### config.mk
export PLATFORM = sky130hd
export DESIGN_NAME = flash_write_protect_splitter_unit
export DESIGN_NICKNAME = d
export VERILOG_FILES = /design/src/sv/fwps_pkg.sv /design/src/sv/fwps_ram.sv /design/src/sv/fwps_ctrl.sv /design/src/sv/fwps_dp.sv /design/src/sv/flash_write_protect_splitter_unit.sv
export SDC_FILE = /design/constraint.sdc
export NUM_CORES = 2
export LEC_CHECK = 0
export BUFFER_PORTS_ARGS = -buffer_cell sky130_fd_sc_hd__buf_2
export CAP_MARGIN = 40
export CORE_MARGIN = 4
export CORE_UTILIZATION = 38
export CTS_CLUSTER_SIZE = 16
export DETAILED_ROUTE_END_ITERATION = 7
export HOLD_SLACK_MARGIN = 0.12
export MAX_ROUTING_LAYER = met4
export PLACE_DENSITY_LB_ADDON = 0.12
export REMOVE_ABC_BUFFERS = 1
export SLEW_MARGIN = 20
export SYNTH_ARGS = -nofsm -noshare
export SYNTH_HDL_FRONTEND = slang
export SYNTH_HIERARCHICAL = 1
export SYNTH_SLANG_ARGS = --single-unit
### constraint.sdc
create_clock -name clock -period 23.9 [get_ports clock]
set_clock_uncertainty 0.1 [all_clocks]
set_input_delay 2.39 -clock clock [delete_from_list [all_inputs] [get_ports clock]]
set_output_delay 2.39 -clock clock [all_outputs]
set_load 0.05 [all_outputs]
### src/sv/fwps_pkg.sv
// shared types and constants of the flash write-protect splitter
package fwps_pkg;

   localparam int REGIONS = 16;
   localparam int AW      = $clog2(REGIONS);
   localparam int CW      = $clog2(REGIONS + 1);
   localparam int EW      = 64;

   localparam logic [31:0] DEFAULT_SECOND = 32'h0000_0096;

   typedef enum logic [1:0] {
      CMD_ENABLE  = 2'd0,
      CMD_ADD     = 2'd1,
      CMD_DISABLE = 2'd2,
      CMD_WRITE   = 2'd3
   } cmd_type;

   typedef enum logic [1:0] {
      KIND_WRITE  = 2'd0,
      KIND_SKIP   = 2'd1,
      KIND_ACK    = 2'd2,
      KIND_REJECT = 2'd3
   } kind_type;

   typedef enum logic [3:0] {
      ST_IDLE,
      ST_DECODE,
      ST_DEF0,
      ST_DEF1,
      ST_ADD_SCAN,
      ST_ADD_DONE,
      ST_SEG_SCAN,
      ST_SEG_OUT,
      ST_RESP
   } state_type;

   typedef enum logic [1:0] {
      OUT_ACK,
      OUT_REJECT,
      OUT_WHOLE,
      OUT_SEG
   } out_type;

   typedef enum logic [2:0] {
      WR_NONE,
      WR_DEF0,
      WR_DEF1,
      WR_MERGE,
      WR_APPEND
   } wr_type;

   typedef enum logic [1:0] {
      TOT_HOLD,
      TOT_CLEAR,
      TOT_SET2,
      TOT_INC
   } tot_type;

   typedef struct packed {
      logic    item_load;
      logic    scan_start;
      logic    scan_run;
      logic    cur_adv;
      logic    out_load;
      out_type out_sel;
      wr_type  wr_sel;
      tot_type tot_op;
   } ctrl_cmd_type;

   typedef struct packed {
      cmd_type item_cmd;
      logic    cnt_zero;
      logic    sec_zero;
      logic    whole;
      logic    tot_zero;
      logic    tot_full;
      logic    hit;
      logic    scan_done;
      logic    seg_last;
      logic    out_free;
   } dp_status_type;

endpackage

### src/sv/fwps_ram.sv
// generic single write port ram with registered read
module fwps_ram #(
   parameter int WIDTH = 64,
   parameter int DEPTH = 16
) (
   input  logic                     clock,
   input  logic                     wr_en,
   input  logic [$clog2(DEPTH)-1:0] wr_addr,
   input  logic [WIDTH-1:0]         wr_data,
   input  logic                     rd_en,
   input  logic [$clog2(DEPTH)-1:0] rd_addr,
   output logic [WIDTH-1:0]         rd_data
);

   logic [WIDTH-1:0] mem_ff [DEPTH];
   logic [WIDTH-1:0] rd_data_ff;

   always_ff @(posedge clock) begin
      if (wr_en) begin
         mem_ff[wr_addr] <= wr_data;
      end
      if (rd_en) begin
         rd_data_ff <= mem_ff[rd_addr];
      end
   end

   assign rd_data = rd_data_ff;

endmodule

### src/sv/fwps_ctrl.sv
// controller state machine of the write-protect splitter
module fwps_ctrl (
   input  logic                   clock,
   input  logic                   reset,
   input  logic                   req_valid,
   output logic                   req_stall,
   input  fwps_pkg::dp_status_type status,
   output fwps_pkg::ctrl_cmd_type  cmd
);
   import fwps_pkg::*;

   state_type state_ff, state_in;
   out_type   resp_ff, resp_in;

   always_ff @(posedge clock) begin
      if (reset) begin
         state_ff <= ST_IDLE;
         resp_ff  <= OUT_ACK;
      end else begin
         state_ff <= state_in;
         resp_ff  <= resp_in;
      end
   end

   // next state
   always_comb begin
      state_in = state_ff;
      resp_in  = resp_ff;
      unique case (state_ff)
         ST_IDLE: begin
            if (req_valid) begin
               state_in = ST_DECODE;
            end
         end
         ST_DECODE: begin
            unique case (status.item_cmd)
               CMD_ENABLE: begin
                  resp_in  = OUT_ACK;
                  state_in = status.tot_zero ? ST_DEF0 : ST_RESP;
               end
               CMD_ADD: begin
                  state_in = (!status.sec_zero && !status.tot_zero) ? ST_ADD_SCAN
                                                                    : ST_ADD_DONE;
               end
               CMD_DISABLE: begin
                  resp_in  = OUT_ACK;
                  state_in = ST_RESP;
               end
               CMD_WRITE: begin
                  priority if (status.cnt_zero) begin
                     resp_in  = OUT_REJECT;
                     state_in = ST_RESP;
                  end else if (status.whole) begin
                     resp_in  = OUT_WHOLE;
                     state_in = ST_RESP;
                  end else begin
                     state_in = ST_SEG_SCAN;
                  end
               end
               default: state_in = ST_IDLE;
            endcase
         end
         ST_DEF0: state_in = ST_DEF1;
         ST_DEF1: state_in = ST_RESP;
         ST_ADD_SCAN: begin
            if (status.scan_done) begin
               state_in = ST_ADD_DONE;
            end
         end
         ST_ADD_DONE: begin
            resp_in  = (!status.hit && status.tot_full) ? OUT_REJECT : OUT_ACK;
            state_in = ST_RESP;
         end
         ST_SEG_SCAN: begin
            if (status.scan_done) begin
               state_in = ST_SEG_OUT;
            end
         end
         ST_SEG_OUT: begin
            if (status.out_free) begin
               state_in = status.seg_last ? ST_IDLE : ST_SEG_SCAN;
            end
         end
         ST_RESP: begin
            if (status.out_free) begin
               state_in = ST_IDLE;
            end
         end
         default: state_in = ST_IDLE;
      endcase
   end

   // outputs
   always_comb begin
      cmd        = '0;
      cmd.out_sel = OUT_ACK;
      cmd.wr_sel  = WR_NONE;
      cmd.tot_op  = TOT_HOLD;
      req_stall  = 1'b1;
      unique case (state_ff)
         ST_IDLE: begin
            req_stall     = 1'b0;
            cmd.item_load = req_valid;
         end
         ST_DECODE: begin
            cmd.scan_start = 1'b1;
            if (status.item_cmd == CMD_DISABLE) begin
               cmd.tot_op = TOT_CLEAR;
            end
         end
         ST_DEF0: cmd.wr_sel = WR_DEF0;
         ST_DEF1: begin
            cmd.wr_sel = WR_DEF1;
            cmd.tot_op = TOT_SET2;
         end
         ST_ADD_SCAN: cmd.scan_run = 1'b1;
         ST_ADD_DONE: begin
            priority if (status.hit) begin
               cmd.wr_sel = WR_MERGE;
            end else if (!status.tot_full) begin
               cmd.wr_sel = WR_APPEND;
               cmd.tot_op = TOT_INC;
            end else begin
               cmd.wr_sel = WR_NONE;
            end
         end
         ST_SEG_SCAN: cmd.scan_run = 1'b1;
         ST_SEG_OUT: begin
            cmd.out_sel = OUT_SEG;
            if (status.out_free) begin
               cmd.out_load   = 1'b1;
               cmd.cur_adv    = !status.seg_last;
               cmd.scan_start = !status.seg_last;
            end
         end
         ST_RESP: begin
            cmd.out_sel  = resp_ff;
            cmd.out_load = status.out_free;
         end
         default: req_stall = 1'b1;
      endcase
   end

endmodule

### src/sv/fwps_dp.sv
// datapath: region table, scan trackers, segment arithmetic and result register
module fwps_dp (
   input  logic                   clock,
   input  logic                   reset,
   input  fwps_pkg::ctrl_cmd_type  cmd,
   output fwps_pkg::dp_status_type status,
   input  logic [1:0]             req_cmd,
   input  logic [31:0]            req_sector,
   input  logic [31:0]            req_sector_count,
   output logic                   rsp_valid,
   input  logic                   rsp_stall,
   output logic [1:0]             rsp_kind,
   output logic [31:0]            rsp_seg_sector,
   output logic [31:0]            rsp_seg_count,
   output logic                   rsp_last
);
   import fwps_pkg::*;

   // latched beat
   cmd_type     cmd_ff;
   logic [31:0] sec_ff, cnt_ff, cur_ff, cur_in;
   logic [32:0] end_ff;

   // table and scan
   logic [CW-1:0] total_ff, total_in;
   logic [CW-1:0] idx_ff, idx_in;
   logic          p_vld_ff, p_vld_in;
   logic [AW-1:0] p_idx_ff, p_idx_in;
   logic          rd_en;
   logic [EW-1:0] rd_data;
   logic          wr_en;
   logic [AW-1:0] wr_addr;
   logic [EW-1:0] wr_data;

   logic          best_vld_ff, best_vld_in;
   logic [31:0]   best_start_ff, best_start_in;
   logic [32:0]   best_end_ff, best_end_in;
   logic          hit_vld_ff, hit_vld_in;
   logic [AW-1:0] hit_idx_ff, hit_idx_in;
   logic [31:0]   hit_start_ff, hit_start_in;
   logic [31:0]   hit_len_ff, hit_len_in;

   logic [31:0] rd_start, rd_len, sec_m1, nxt;
   logic [32:0] rd_end, merge_sum;
   logic        add_match, seg_match, skip_sel;

   // result register
   logic        rsp_valid_ff, rsp_valid_in;
   kind_type    kind_ff, kind_in;
   logic [31:0] seg_sector_ff, seg_sector_in, seg_count_ff, seg_count_in;
   logic        last_ff, last_in;
   logic        out_free;

   fwps_ram #(
      .WIDTH (EW),
      .DEPTH (REGIONS)
   ) u_table (
      .clock   (clock),
      .wr_en   (wr_en),
      .wr_addr (wr_addr),
      .wr_data (wr_data),
      .rd_en   (rd_en),
      .rd_addr (idx_ff[AW-1:0]),
      .rd_data (rd_data)
   );

   assign rd_start  = rd_data[EW-1:32];
   assign rd_len    = rd_data[31:0];
   assign rd_end    = {1'b0, rd_start} + {1'b0, rd_len};
   assign sec_m1    = sec_ff - 32'd1;
   assign add_match = ({1'b0, sec_m1} < rd_end) && (sec_ff > rd_start);
   assign seg_match = ({1'b0, cur_ff} < rd_end) && (end_ff[31:0] > rd_start);

   // scan issue and trackers
   always_comb begin
      idx_in        = idx_ff;
      p_vld_in      = 1'b0;
      p_idx_in      = idx_ff[AW-1:0];
      rd_en         = 1'b0;
      best_vld_in   = best_vld_ff;
      best_start_in = best_start_ff;
      best_end_in   = best_end_ff;
      hit_vld_in    = hit_vld_ff;
      hit_idx_in    = hit_idx_ff;
      hit_start_in  = hit_start_ff;
      hit_len_in    = hit_len_ff;
      if (p_vld_ff) begin
         if (seg_match && (!best_vld_ff || rd_start < best_start_ff)) begin
            best_vld_in   = 1'b1;
            best_start_in = rd_start;
            best_end_in   = rd_end;
         end
         if (add_match && !hit_vld_ff) begin
            hit_vld_in   = 1'b1;
            hit_idx_in   = p_idx_ff;
            hit_start_in = rd_start;
            hit_len_in   = rd_len;
         end
      end
      if (cmd.scan_start) begin
         idx_in      = '0;
         best_vld_in = 1'b0;
         hit_vld_in  = 1'b0;
      end else if (cmd.scan_run && idx_ff != total_ff) begin
         rd_en    = 1'b1;
         p_vld_in = 1'b1;
         idx_in   = idx_ff + CW'(1);
      end
   end

   // segment end from the lowest overlapping region
   always_comb begin
      skip_sel = best_vld_ff && (best_start_ff <= cur_ff);
      priority if (!best_vld_ff) begin
         nxt = end_ff[31:0];
      end else if (skip_sel) begin
         nxt = (best_end_ff < end_ff) ? best_end_ff[31:0] : end_ff[31:0];
      end else begin
         nxt = best_start_ff;
      end
   end

   // table writes
   assign merge_sum = {1'b0, hit_len_ff} + {1'b0, cnt_ff};

   always_comb begin
      wr_en   = 1'b1;
      wr_addr = '0;
      wr_data = '0;
      unique case (cmd.wr_sel)
         WR_NONE: wr_en = 1'b0;
         WR_DEF0: wr_data = {32'd0, 32'd1};
         WR_DEF1: begin
            wr_addr = AW'(1);
            wr_data = {DEFAULT_SECOND, 32'd1};
         end
         WR_MERGE: begin
            wr_addr = hit_idx_ff;
            wr_data = {hit_start_ff, merge_sum[32] ? 32'hFFFF_FFFF : merge_sum[31:0]};
         end
         WR_APPEND: begin
            wr_addr = total_ff[AW-1:0];
            wr_data = {sec_ff, cnt_ff};
         end
         default: wr_en = 1'b0;
      endcase
   end

   always_comb begin
      unique case (cmd.tot_op)
         TOT_HOLD:  total_in = total_ff;
         TOT_CLEAR: total_in = '0;
         TOT_SET2:  total_in = CW'(2);
         TOT_INC:   total_in = total_ff + CW'(1);
         default:   total_in = total_ff;
      endcase
   end

   assign cur_in = cmd.item_load ? req_sector : (cmd.cur_adv ? nxt : cur_ff);

   // result beat
   assign out_free = !rsp_valid_ff || !rsp_stall;

   always_comb begin
      kind_in       = kind_ff;
      seg_sector_in = seg_sector_ff;
      seg_count_in  = seg_count_ff;
      last_in       = last_ff;
      rsp_valid_in  = rsp_valid_ff && rsp_stall;
      if (cmd.out_load) begin
         rsp_valid_in  = 1'b1;
         kind_in       = KIND_ACK;
         seg_sector_in = '0;
         seg_count_in  = '0;
         last_in       = 1'b1;
         unique case (cmd.out_sel)
            OUT_ACK:    kind_in = KIND_ACK;
            OUT_REJECT: kind_in = KIND_REJECT;
            OUT_WHOLE: begin
               kind_in       = KIND_WRITE;
               seg_sector_in = sec_ff;
               seg_count_in  = cnt_ff;
            end
            OUT_SEG: begin
               kind_in       = skip_sel ? KIND_SKIP : KIND_WRITE;
               seg_sector_in = cur_ff;
               seg_count_in  = nxt - cur_ff;
               last_in       = (nxt == end_ff[31:0]);
            end
            default: kind_in = KIND_REJECT;
         endcase
      end
   end

   always_ff @(posedge clock) begin
      if (reset) begin
         total_ff     <= '0;
         idx_ff       <= '0;
         p_vld_ff     <= 1'b0;
         best_vld_ff  <= 1'b0;
         hit_vld_ff   <= 1'b0;
         rsp_valid_ff <= 1'b0;
      end else begin
         total_ff     <= total_in;
         idx_ff       <= idx_in;
         p_vld_ff     <= p_vld_in;
         best_vld_ff  <= best_vld_in;
         hit_vld_ff   <= hit_vld_in;
         rsp_valid_ff <= rsp_valid_in;
      end
   end

   always_ff @(posedge clock) begin
      if (cmd.item_load) begin
         cmd_ff <= cmd_type'(req_cmd);
         sec_ff <= req_sector;
         cnt_ff <= req_sector_count;
         end_ff <= {1'b0, req_sector} + {1'b0, req_sector_count};
      end
      cur_ff        <= cur_in;
      p_idx_ff      <= p_idx_in;
      best_start_ff <= best_start_in;
      best_end_ff   <= best_end_in;
      hit_idx_ff    <= hit_idx_in;
      hit_start_ff  <= hit_start_in;
      hit_len_ff    <= hit_len_in;
      kind_ff       <= kind_in;
      seg_sector_ff <= seg_sector_in;
      seg_count_ff  <= seg_count_in;
      last_ff       <= last_in;
   end

   assign status.item_cmd  = cmd_ff;
   assign status.cnt_zero  = (cnt_ff == 32'd0);
   assign status.sec_zero  = (sec_ff == 32'd0);
   assign status.tot_zero  = (total_ff == '0);
   assign status.whole     = end_ff[32] || (total_ff == '0);
   assign status.tot_full  = (total_ff == CW'(REGIONS));
   assign status.hit       = hit_vld_ff;
   assign status.scan_done = (idx_ff == total_ff) && !p_vld_ff;
   assign status.seg_last  = (nxt == end_ff[31:0]);
   assign status.out_free  = out_free;

   assign rsp_valid      = rsp_valid_ff;
   assign rsp_kind       = kind_ff;
   assign rsp_seg_sector = seg_sector_ff;
   assign rsp_seg_count  = seg_count_ff;
   assign rsp_last       = last_ff;

endmodule

### src/sv/flash_write_protect_splitter_unit.sv
// top level of the flash write-protect splitter
//
// request channel (req_): one beat carries a command, a sector and a count.
//   enable defaults, add region, disable and write request.
// response channel (rsp_): beats of kind write, skip, acknowledge or rejected;
//   rsp_last marks the final beat caused by one request.
// one request is worked on at a time; req_stall is low only when the block
//   is idle, and the next request is taken while the last response waits.
// an add region may scan the stored regions before it answers; the other table
//   commands answer without a scan.
// a write request gives one beat per segment; each segment costs a full scan
//   of the region table through its single read port.
// a held rsp_stall freezes the response register and the controller waits.
// after reset the region table is empty and no response is pending.
module flash_write_protect_splitter_unit (
   input  logic        clock,
   input  logic        reset,
   input  logic        req_valid,
   output logic        req_stall,
   input  logic [1:0]  req_cmd,
   input  logic [31:0] req_sector,
   input  logic [31:0] req_sector_count,
   output logic        rsp_valid,
   input  logic        rsp_stall,
   output logic [1:0]  rsp_kind,
   output logic [31:0] rsp_seg_sector,
   output logic [31:0] rsp_seg_count,
   output logic        rsp_last
);
   import fwps_pkg::*;

   ctrl_cmd_type  cmd;
   dp_status_type status;

   fwps_ctrl u_ctrl (
      .clock     (clock),
      .reset     (reset),
      .req_valid (req_valid),
      .req_stall (req_stall),
      .status    (status),
      .cmd       (cmd)
   );

   fwps_dp u_dp (
      .clock            (clock),
      .reset            (reset),
      .cmd              (cmd),
      .status           (status),
      .req_cmd          (req_cmd),
      .req_sector       (req_sector),
      .req_sector_count (req_sector_count),
      .rsp_valid        (rsp_valid),
      .rsp_stall        (rsp_stall),
      .rsp_kind         (rsp_kind),
      .rsp_seg_sector   (rsp_seg_sector),
      .rsp_seg_count    (rsp_seg_count),
      .rsp_last         (rsp_last)
   );

endmodule

==> results.cfg <==
[run_status]
status = complete, no violations

[floorplanning]
dieArea_um2 = 183700
die_x_um = 428.6
die_h_um = 428.6
start_util = 0.3818
io_pins = 139
row_count = 154
fp.coreArea_um2 = 176100

[grt]
antenna_found_initial = 7
grt_max_degree = 99
grt_use_met2 = 0.3542
grtUsageTotal = 0.2273
busiest_layer = met2
overflow = 0
met1_usage = 0.3095
grt_pass1_vias = 40547
gr-usage-met3 = 0.02724
grt_pass1_wl_mm = 293.5

[clock_tree]
clock_latency_ps = 800
cts.sinks = 1443
cts_buffers = 157
cts_setup_buffers = 0
cts_hold_buffers = 0
root_buffer = clkbuf_16
cts_buffer_depth = 3
h-tree-depth = 4
path_clk_slew_ps = 60
cts_resized = 0
cts_tree = yes

[finish]
final_nets = 5001
drive_above_1_share = 0.1691
fin_util = 0.4326
final_area_um2 = 76180
area_growth_syn_to_layout_pct = 13.30

[place]
place.gp.congestion = 0.9552
dp_hpwl_mm = 139.5
port_buffers = 138
placed_area_um2 = 71280

[yosys]
avgSynthCellArea_um2 = 15.52
ys_seq_area_frac = 0.6409
ys_seq_elements = 1443
yosys-top-cells-count = 1419 x edfxtp_1, 354 x ha_1, 256 x mux4_2, 218 x inv_1, 209 x nand2_1
synth_top_area_share = 0.6337
async_flop_share = 0
synth_top_cell_by_area = edfxtp_1
synth.area.top_cells = edfxtp_1 63%, mux4_2 8.6%, ha_1 6.6%
synth_warnings = 6
syn_area_um2 = 67240
synthCells = 4332
yosysMostFrequentCell = edfxtp_1
ys.flop_type = edfxtp_1
yosysUniqueCellTypes = 88
synth_edf_count = 1419

[power]
p_per_area_nw_per_um2 = 74.75
ir_drop_uv = 72.03
p_leak_nw = 25.18

[worst_setup_path]
cp-start-kind = flip-flop
cp-end-kind = flip-flop
slowest_stage = edfxtp_1
cp_common_cell = buf_4
crit_required_ps = 24430
crit_type = reg2reg
worst-path-max-fanout = 28
path_buf_inv = 6
max_stage_delay_ps = 660
arrival_ps = 8180
path_delay_family = compound AO/OA/AOI/OAI gates

[job]
maxCapViolations = 0

[timing]
relSlewSlack = 0.3882
setup_viol = 0
hold_viol_final = 0
report.final.slew_viol_count = 0
clock.fmax_mhz = 130.7
finalCritPeriodShare = 0.3201
worst_pin_slew_ps = 909.3
rsz0062_at_grt = no
final.setup.tns_ps = 0
min_period_ps = 7649
holdWs_ps = 303.5

[route]
drc = 0
drtIter0Drc = 3143
route.vias.total = 40124
drtPass1Iterations = 6
ant_nets = 0
viasPerCell = 5.695
routedWlPerCell_um = 29.37
wl_mm = 206.9

[hold_path]
min_path_type = reg2reg
sequential cells by signal, indices dropped and copies added, names as in the netlist, 2 cells and up:
| name | count |
|---|---|
| u_ctrl/resp_ff | 2 |
| u_ctrl/state_ff | 4 |
| u_dp/best_end_ff | 33 |
| u_dp/best_start_ff | 32 |
| u_dp/cmd_ff | 2 |
| u_dp/cnt_ff | 32 |
| u_dp/cur_ff | 32 |
| u_dp/end_ff | 33 |
| u_dp/hit_idx_ff | 4 |
| u_dp/hit_len_ff | 32 |
| u_dp/hit_start_ff | 32 |
| u_dp/idx_ff | 5 |
| u_dp/p_idx_ff | 4 |
| u_dp/rsp_kind | 2 |
| u_dp/rsp_seg_count | 32 |
| u_dp/rsp_seg_sector | 32 |
| u_dp/sec_ff | 32 |
| u_dp/total_ff | 5 |
| u_dp/u_table/mem_ff | 1024 |
| u_dp/u_table/rd_data | 64 |
layout by cell type, fill, tap and decap left out, drive strengths merged, types with 11 or more instances in the layout:
cell type	instances
clkinv	63
o21bai	17
a31oi	17
nand2b	40
nand4	62
nand2	209
a211oi	25
mux2i	54
ha	354
nor2	174
a21oi	171
clkbuf	201
a22oi	137
nand3b	17
a2111oi	13
o211ai	14
xnor2	118
buf	241
o21ai	147
and2	11
a21o	102
o31ai	11
mux2	31
nand3	70
inv	225
nor2b	34
xor2	73
edfxtp	1419
nor3	46
a22o	87
nor4	25
mux4	256
dfxtp	24
o21a	34
area by class of cell:
cell class              count  area, um^2
well taps                2340        2928
clock inverters            86       686.9
multi-input cells        2512       22780
flip-flops and latches   1443       43100
inverters                 218       818.3
diodes                      4       10.01
repair buffers            241        1722
fillers                 15656       99930
clock buffers             201        4136
cell families after synthesis:
group	count (synthesis)	share of synthesized area
flip-flops	1443	0.6409
AND/OR/NAND/NOR	758	0.05599
adder cells (fa/ha/maj)	358	0.06707
buffers and inverters	377	0.02348
XOR/XNOR	191	0.02488
AO/OA/AOI/OAI	864	0.08871
multiplexers	341	0.09898
final timing paths:
kind / from / to / slack [ps] / cells after the start
worst max-delay path: u_dp/end_ff[27] / u_dp/rsp_seg_count[30] / 16250 / 27
worst min-delay path: u_dp/p_idx_ff[0] / u_dp/hit_idx_ff[0] / 300 / 0
worst max register to register: u_dp/end_ff[27] / u_dp/rsp_seg_count[30] / 16250 / 27
worst min register to register: u_dp/p_idx_ff[0] / u_dp/hit_idx_ff[0] / 300 / 0
stage by stage:
step           total power, mW  setup slack [ps]  std cells
5_1_grt                  5.910             16080       7041
3_5_place_dp             3.429             16330       6751
6_report                 5.695             16250       7045
4_1_cts                  5.757             16270       7038
2_1_floorplan            3.230             10140       4173
3_3_place_gp             3.429             15970       6733
per-layer routing:
layer | part of all wire | vias up
li1 | - | 17726
met1 | 0.44 | 20863
met2 | 0.47 | 1227
met3 | 0.049 | 308
met4 | 0.038 | 0
met5 | 0 | -
power breakdown:
part	total, mW	internal, mW	switching [mW]
Combinational	0.508	0.196	0.311
Clock	2.31	1.29	1.02
Sequential	2.88	2.80	0.0703
Total	5.69	4.30	1.40
Power figures use the tool's default switching activity.
